**src/bdqs_pkg.sv**
```systemverilog
// Package for the bounded deque with search.
// Holds the operation codes, status codes and the result struct shared by
// the sequencer and the top level. It depends on nothing.
package bdqs_pkg;

  localparam int unsigned ValueW = 32;

  localparam logic [1:0] FN_INS_FRONT = 2'd0;
  localparam logic [1:0] FN_INS_BACK  = 2'd1;
  localparam logic [1:0] FN_REM_BACK  = 2'd2;
  localparam logic [1:0] FN_SEARCH    = 2'd3;

  localparam logic [1:0] STS_OK    = 2'd0;
  localparam logic [1:0] STS_EMPTY = 2'd1;
  localparam logic [1:0] STS_FULL  = 2'd2;

  typedef struct packed {
    logic [1:0]        status;
    logic              found;
    logic [ValueW-1:0] removed_value;
  } res_t;

endpackage

```
**src/bdqs_ram.sv**
```systemverilog
// Generic single-write, single-read RAM with a registered read port.
// Used for the entry store of the deque; depends on nothing.
module bdqs_ram #(
  parameter int unsigned WIDTH = 32,
  parameter int unsigned DEPTH = 64
) (
  input  logic                     clk,
  input  logic                     we,
  input  logic [$clog2(DEPTH)-1:0] waddr,
  input  logic [WIDTH-1:0]         wdata,
  input  logic [$clog2(DEPTH)-1:0] raddr,
  output logic [WIDTH-1:0]         rdata
);

  logic [WIDTH-1:0] mem [DEPTH];

  always_ff @(posedge clk) begin
    if (we) begin
      mem[waddr] <= wdata;
    end
    rdata <= mem[raddr];
  end

endmodule

```
**src/bdqs_ctrl.sv**
```systemverilog
// Sequencer of the deque: ring pointers, entry count and the shared
// equality comparator that walks the entries during a search.
// Depends on bdqs_pkg and drives the ports of a bdqs_ram instance.
module bdqs_ctrl #(
  parameter int unsigned DEPTH = 64
) (
  input  logic                       clk,
  input  logic                       rst_n,
  input  logic                       in_valid,
  output logic                       in_ready,
  input  logic [1:0]                 in_func,
  input  logic [bdqs_pkg::ValueW-1:0] in_value,
  output logic                       res_valid,
  input  logic                       res_ready,
  output bdqs_pkg::res_t             res,
  output logic [$clog2(DEPTH+1)-1:0] res_count,
  output logic                       ram_we,
  output logic [$clog2(DEPTH)-1:0]   ram_waddr,
  output logic [bdqs_pkg::ValueW-1:0] ram_wdata,
  output logic [$clog2(DEPTH)-1:0]   ram_raddr,
  input  logic [bdqs_pkg::ValueW-1:0] ram_rdata
);

  localparam int unsigned AW = $clog2(DEPTH);
  localparam int unsigned CW = $clog2(DEPTH + 1);

  localparam logic [1:0] ST_IDLE = 2'd0;
  localparam logic [1:0] ST_RDW  = 2'd1;
  localparam logic [1:0] ST_SRCH = 2'd2;
  localparam logic [1:0] ST_RES  = 2'd3;

  logic [1:0]                  state_r, state_nxt;
  logic [AW-1:0]               front_r, front_nxt;
  logic [CW-1:0]               count_r, count_nxt;
  logic [AW-1:0]               rd_ptr_r, rd_ptr_nxt;
  logic [CW-1:0]               issued_r, issued_nxt;
  logic [bdqs_pkg::ValueW-1:0] key_r, key_nxt;
  logic [1:0]                  status_r, status_nxt;
  logic                        found_r, found_nxt;
  logic [bdqs_pkg::ValueW-1:0] removed_r, removed_nxt;

  logic          full;
  logic [CW-1:0] cnt_m1;
  logic [AW-1:0] front_dec;

  function automatic logic [AW-1:0] wrap_add(input logic [AW-1:0] a,
                                             input logic [AW-1:0] b);
    logic [AW:0] s;
    s = {1'b0, a} + {1'b0, b};
    if (s >= (AW+1)'(DEPTH)) begin
      s = s - (AW+1)'(DEPTH);
    end
    return s[AW-1:0];
  endfunction

  assign full      = (count_r == CW'(DEPTH));
  assign cnt_m1    = count_r - CW'(1);
  assign front_dec = (front_r == '0) ? AW'(DEPTH - 1) : front_r - AW'(1);

  assign in_ready      = (state_r == ST_IDLE);
  assign res_valid     = (state_r == ST_RES);
  assign res.status        = status_r;
  assign res.found         = found_r;
  assign res.removed_value = removed_r;
  assign res_count     = count_r;
  assign ram_wdata     = in_value;

  always_comb begin
    state_nxt   = state_r;
    front_nxt   = front_r;
    count_nxt   = count_r;
    rd_ptr_nxt  = rd_ptr_r;
    issued_nxt  = issued_r;
    key_nxt     = key_r;
    status_nxt  = status_r;
    found_nxt   = found_r;
    removed_nxt = removed_r;
    ram_we      = 1'b0;
    ram_waddr   = front_r;
    ram_raddr   = rd_ptr_r;
    unique case (state_r)
      ST_IDLE: begin
        if (in_valid) begin
          status_nxt  = bdqs_pkg::STS_OK;
          found_nxt   = 1'b0;
          removed_nxt = '0;
          state_nxt   = ST_RES;
          unique case (in_func)
            bdqs_pkg::FN_INS_FRONT: begin
              if (full) begin
                status_nxt = bdqs_pkg::STS_FULL;
              end else begin
                ram_we    = 1'b1;
                ram_waddr = front_dec;
                front_nxt = front_dec;
                count_nxt = count_r + CW'(1);
              end
            end
            bdqs_pkg::FN_INS_BACK: begin
              if (full) begin
                status_nxt = bdqs_pkg::STS_FULL;
              end else begin
                ram_we    = 1'b1;
                ram_waddr = wrap_add(front_r, count_r[AW-1:0]);
                count_nxt = count_r + CW'(1);
              end
            end
            bdqs_pkg::FN_REM_BACK: begin
              if (count_r == '0) begin
                status_nxt = bdqs_pkg::STS_EMPTY;
              end else begin
                ram_raddr = wrap_add(front_r, cnt_m1[AW-1:0]);
                count_nxt = cnt_m1;
                state_nxt = ST_RDW;
              end
            end
            bdqs_pkg::FN_SEARCH: begin
              key_nxt = in_value;
              if (count_r != '0) begin
                ram_raddr  = front_r;
                rd_ptr_nxt = wrap_add(front_r, AW'(1));
                issued_nxt = CW'(1);
                state_nxt  = ST_SRCH;
              end
            end
          endcase
        end
      end
      ST_RDW: begin
        removed_nxt = ram_rdata;
        state_nxt   = ST_RES;
      end
      ST_SRCH: begin
        if (ram_rdata == key_r) begin
          found_nxt = 1'b1;
          state_nxt = ST_RES;
        end else if (issued_r == count_r) begin
          state_nxt = ST_RES;
        end else begin
          rd_ptr_nxt = wrap_add(rd_ptr_r, AW'(1));
          issued_nxt = issued_r + CW'(1);
        end
      end
      ST_RES: begin
        if (res_ready) begin
          state_nxt = ST_IDLE;
        end
      end
    endcase
  end

  always_ff @(posedge clk) begin
    if (!rst_n) begin
      state_r <= ST_IDLE;
      front_r <= '0;
      count_r <= '0;
    end else begin
      state_r <= state_nxt;
      front_r <= front_nxt;
      count_r <= count_nxt;
    end
    rd_ptr_r  <= rd_ptr_nxt;
    issued_r  <= issued_nxt;
    key_r     <= key_nxt;
    status_r  <= status_nxt;
    found_r   <= found_nxt;
    removed_r <= removed_nxt;
  end

endmodule

```
**src/bounded_deque_with_search.sv**
```systemverilog
// Top level of the bounded deque with search.
// Instantiates bdqs_ctrl and bdqs_ram and holds the output register;
// depends on bdqs_pkg.
//
//   channel  | direction | tdata (low bit up)                    | tuser
//   ---------+-----------+---------------------------------------+-----------
//   in_      | slave     | value[31:0]                           | func[1:0]
//   out_     | master    | status, found, removed_value, count   | none
//
// A search compares the entries from the front one at a time and stops
// at the first match or after the last entry: the single RAM read port
// feeds one comparator. On an empty store it compares nothing.
// Reset clears the front pointer and count; the entry RAM is not cleared.
// The output register lets a new transaction start while a result waits.
module bounded_deque_with_search #(
  parameter int unsigned DEPTH = 64
) (
  input  logic clk,
  input  logic rst_n,
  input  logic                 in_tvalid,
  output logic                 in_tready,
  input  logic [31:0]          in_tdata,  // value[31:0]
  input  logic [1:0]           in_tuser,  // func[1:0]
  output logic                 out_tvalid,
  input  logic                 out_tready,
  // status[1:0], found, removed_value[31:0], count_now[CW-1:0], zero pad
  output logic [(((35 + $clog2(DEPTH + 1)) + 7) / 8) * 8 - 1:0] out_tdata
);

  localparam int unsigned AW    = $clog2(DEPTH);
  localparam int unsigned CW    = $clog2(DEPTH + 1);
  localparam int unsigned OUT_W = (((35 + CW) + 7) / 8) * 8;

  logic                        res_valid;
  logic                        res_ready;
  bdqs_pkg::res_t              res;
  logic [CW-1:0]               res_count;
  logic                        ram_we;
  logic [AW-1:0]               ram_waddr;
  logic [bdqs_pkg::ValueW-1:0] ram_wdata;
  logic [AW-1:0]               ram_raddr;
  logic [bdqs_pkg::ValueW-1:0] ram_rdata;

  logic             out_valid_r;
  logic [OUT_W-1:0] out_data_r;

  bdqs_ctrl #(
    .DEPTH(DEPTH)
  ) u_ctrl (
    .clk       (clk),
    .rst_n     (rst_n),
    .in_valid  (in_tvalid),
    .in_ready  (in_tready),
    .in_func   (in_tuser),
    .in_value  (in_tdata),
    .res_valid (res_valid),
    .res_ready (res_ready),
    .res       (res),
    .res_count (res_count),
    .ram_we    (ram_we),
    .ram_waddr (ram_waddr),
    .ram_wdata (ram_wdata),
    .ram_raddr (ram_raddr),
    .ram_rdata (ram_rdata)
  );

  bdqs_ram #(
    .WIDTH(bdqs_pkg::ValueW),
    .DEPTH(DEPTH)
  ) u_ram (
    .clk   (clk),
    .we    (ram_we),
    .waddr (ram_waddr),
    .wdata (ram_wdata),
    .raddr (ram_raddr),
    .rdata (ram_rdata)
  );

  assign res_ready  = !out_valid_r || out_tready;
  assign out_tvalid = out_valid_r;
  assign out_tdata  = out_data_r;

  always_ff @(posedge clk) begin
    if (!rst_n) begin
      out_valid_r <= 1'b0;
    end else if (res_valid && res_ready) begin
      out_valid_r <= 1'b1;
    end else if (out_tready) begin
      out_valid_r <= 1'b0;
    end
    if (res_valid && res_ready) begin
      out_data_r <= OUT_W'({res_count, res.removed_value, res.found, res.status});
    end
  end

endmodule

```
**config.mk**
```make
export PLATFORM = sky130hd
export DESIGN_NAME = bounded_deque_with_search
export DESIGN_NICKNAME = d
export VERILOG_FILES = /design/src/bdqs_pkg.sv /design/src/bdqs_ram.sv /design/src/bdqs_ctrl.sv /design/src/bounded_deque_with_search.sv
export SDC_FILE = /design/constraint.sdc
export NUM_CORES = 2
export LEC_CHECK = 0
export CAP_MARGIN = 25
export CORE_MARGIN = 2
export CORE_UTILIZATION = 45
export DETAILED_ROUTE_END_ITERATION = 12
export DONT_BUFFER_PORTS = 1
export GPL_ROUTABILITY_DRIVEN = 0
export PLACE_DENSITY = 0.64
export SYNTH_ARGS = -nofsm -noshare
export SYNTH_HDL_FRONTEND = slang
export SYNTH_SLANG_ARGS = --single-unit
```
**constraint.sdc**
```tcl
create_clock -name clk -period 3.8 [get_ports clk]
set_clock_uncertainty 0.1 [all_clocks]
set_input_delay 0 -clock clk [delete_from_list [all_inputs] [get_ports clk]]
set_output_delay 0 -clock clk [all_outputs]
set_load 0.02 [all_outputs]
```
==> metrics.md <==
| Metric | Value |
|---|---|
| Most numerous cell in the Yosys netlist | `edfxtp_1` |
| Final #Nets | `between 6k and 7k` |
| Seq/Total Area, Yosys | `0.7480` |
| Static leakage | `about 36 nW` |
| CP endpoint kind | `flop` |
| Total gr overflow | `0` |
| Die ar. | `200000 µm²` |
| Crit path kind | `flop to flop` |
| Hold Violations, Final | `0` |
| Setup Viol. Count Final | `0` |
| Rows | `approximately 160` |
| Required time of the critical path | `approximately 4.5 ns` |
| Iter 0 DRT Violations | `approximately 7.4k` |
| Vias | `approximately 56k` |
| Outcome | `completed` |
| Largest net degree at the start of global routing | `86` |
| Synth top area cells | `edfxtp_1, nand2_1, a211oi_1, mux2i_1, and3_1` |
| Antenna violations before repair | `11` |
| Drt drc | `0` |
| Multi-input combinational cell area | `between 20000 and 25000 µm²` |
| Vert. Die Dim | `between 400 and 500 µm` |
| Kind of start point of the critical path | `flop` |
| Post-synth EDFFs | `2170` |
| P_int | `about 54 mW` |
| Clock Sinks | `~2.2k` |
| Vias in the first global route | `53.64k` |
| Max Fanout on Critical Path | `28` |
| Yosys reg bits | `approximately 2.2k` |
| First-pass GRT wire length | `373800 µm` |
| Period utilization | `0.9939` |
| Most instantiated cells after synthesis | `edfxtp_1, nand2_1, and3_1, clkbuf_1, a211oi_1` |
| Worst slew pin tran | `~0.84 ns` |
| Seq. cell area | `66130 µm²` |
| Crit path max-delay family | `compound AO/OA/AOI/OAI gates` |
| Ports | `just under 90` |
| Dominant synthesized flop cell | `edfxtp_1` |
| Slew Viols, Final | `0` |
| Layout Utilization | `0.5413` |
| Worst skew pair latency | `slightly below 0.9 ns` |
| Period minus WS final | `3.777 ns` |
| CP bufs+invs | `6` |
| Max Cap Viol | `0` |
| Logic pwr share | `0.426` |
| Slowest CP cell | `fa_1` |
| Clock root cell | `clkbuf_16` |
| Crit path DAT | `4.48 ns` |
| Total CTS buffers | `between 200 and 250` |
| Largest vdd supply drop | `~0.77 mV` |
| Worst path cell trace | `inv_1 > ha_1 > inv_1 > fa_1 > mux2i_4 > o211ai_4 > and2_4 > buf_12 > buf_16 > buf_12 > a211oi_1 > o311a_1 > a22oi_2 > o311ai_2 > buf_4 > mux2i_1` |
| Share of cells above drive strength 1 | `0.1804` |
| H-tree depth | `4` |
| YS warnings | `0` |
| Seq pwr share | `0.333` |
| Clock slew at reported path FFs | `around 0.060 ns` |
| DRT Wirelength | `around 260000 µm` |
| Cells after synthesis | `5976` |
| Vias per inst | `6.111` |
| Max Freq | `between 200 and 300 MHz` |
| Area Growth Syn to Fin | `19.40%` |
| Yosys top cell area share | `0.7371` |
| Ys async rst share | `0` |
| Wirelength per Cell | `roughly 29 µm` |
| Overall routing resource usage | `0.2562` |
| Psw | `32.46 mW` |
| Worst Hold Class | `input pin to flop` |
| Sw frac | `0.3760` |
| Port Buf Inserts | `0` |
| Max Buffers Root-to-Sink | `3` |
| Post-synth cell types | `69` |
| ANT nets after route | `0` |
| PwrDens | `approximately 820 nW/µm²` |
| WHS | `about 0.043 ns` |
| Core region area | `around 190000 µm²` |
| CP max stage delay | `approximately 0.53 ns` |
| Clk pwr share | `0.241` |
| Mean Syn Cell Area | `around 15 µm²` |
| Fill cell count | `~15k` |
| Worst rel slew slack | `0.4423` |
| Yosys top cell by area | `edfxtp_1` |
| CTS tree | `built` |
| Mapped Area | `approximately 90000 µm²` |
| DP HPWL | `151900 µm` |
| RSZ-0062 raised after global routing | `true` |
| Setup_tns | `0 ns` |
| Initial Util | `0.4534` |
| Drt first pass iters | `6` |
| DIE WIDTH | `447.2 µm` |
| Total Power | `86.32 mW` |
-- sequential cells by signal, indices dropped and copies added (netlist names) --
register / count
u_ctrl.key_r: 32
u_ram.rdata: 32
u_ctrl.rd_ptr_r: 6
u_ctrl.issued_r: 7
out_tvalid: 1
u_ctrl.found_r: 1
u_ctrl.res_count: 7
u_ctrl.removed_r: 32
u_ctrl.front_r: 6
u_ram.mem: 2048
u_ctrl.state_r: 2
u_ctrl.status_r: 2
out_tdata: 42
-- worst register-to-register path, delay by kind of cell, from the launching register on --
family / cells / cell delay (ns)
AO/OA/AOI/OAI: 5 / 1.04
adder cells (fa/ha/maj): 2 / 0.80
buffers and inverters: 6 / 0.90
flip-flops: 1 / 0.33
multiplexers: 2 / 0.20
AND/OR/NAND/NOR: 1 / 0.35
-- layout by cell type (no fill, tap or decap), types with 40 or more instances in the layout --
cell and count:
nor2_4 73, and3_1 317, buf_16 44, clkinv_2 49
nor2_1 40, a21oi_1 58, clkinv_1 46, nand2_1 958
a31o_2 60, dfxtp_1 46, mux2_2 64, o21ai_0 82
a22oi_1 75, buf_12 140, buf_4 370, a221oi_1 90
nand3_1 276, clkbuf_1 51, a31oi_1 221, xor2_1 42
clkbuf_16 229, dlygate4sd3_1 44, mux2i_1 201, edfxtp_1 2170
a211oi_1 315
-- logic make-up after synthesis --
| group | Yosys count | synth area share |
|---|---|---|
| buf+inv | 466 | 0.02235 |
| other cells | 1 | 0.00004242 |
| xor+xnor | 62 | 0.006142 |
| mux | 269 | 0.03138 |
| fa+ha+maj | 22 | 0.003284 |
| compound gates | 1181 | 0.09853 |
| flops | 2218 | 0.7480 |
| simple gates | 1757 | 0.09031 |
-- path summary, 6_finish.rpt --
check,from,end,slack (ns),cells past startpoint
min reg2reg,u_ctrl.removed_r[12],out_tdata[15],0.32,0
max reg2reg,u_ctrl.res_count[0],u_ram.rdata[6],0.02,16
min,in_tdata[21],u_ram.mem[63][21],0.04,2
max,u_ctrl.res_count[0],u_ram.rdata[6],0.02,16
-- routing by layer --
metal  up-vias  track usage  wire length [µm]
met5         -            0                 0
met3       494      0.04840             25680
met2      3024       0.3943            119400
met1     28497       0.3586            105900
li1      24152            -                 -
met4         0       0.1059             11260
-- power groups by stage --
stage	clock network, mW	registers (mW)	logic (mW)
floorplan	0	28.7	18.4
global placement	0	29.2	33.0
detailed placement	0	29.2	33.3
CTS	21.0	28.7	34.7
global route	22.0	28.7	38.7
finish	20.8	28.8	36.8
-- through the flow --
stage | setup slack (ns) | instance area [µm²] | std cells
2_1_floorplan | -0.4280 | 88510 | 5981
3_3_place_gp | -0.4535 | 96110 | 8661
3_5_place_dp | -0.5272 | 96110 | 8661
4_1_cts | 0.0002061 | 104600 | 9151
5_1_grt | -0.05162 | 105600 | 9189
6_report | 0.02305 | 105600 | 9191
-- layout make-up --
cell class / count / share of cell area
repair buffers: 625 / 0.07337
inverters: 19 / 0.0006756
diodes: 3 / 0.00007112
clock buffers: 273 / 0.05402
clock inverters: 131 / 0.01089
multi-input cells: 3298 / 0.2034
flip-flops and latches: 2218 / 0.6265
well taps: 2624 / 0.03110
-- what timing repair did --
| action | 4_1_cts | 5_1_grt |
|---|---|---|
| endpoints found under the setup margin | 30 | 32 |
| setup buffers | 8 | 25 |
| pin swaps | 5 | 9 |
| resized for setup | 51 | 105 |
| hold buffers | 76 | 0 |
| endpoints found under the hold margin | 2265 | 0 |
| gates cloned | 2 | 12 |
Note: power is estimated with default switching activity, not from simulation.
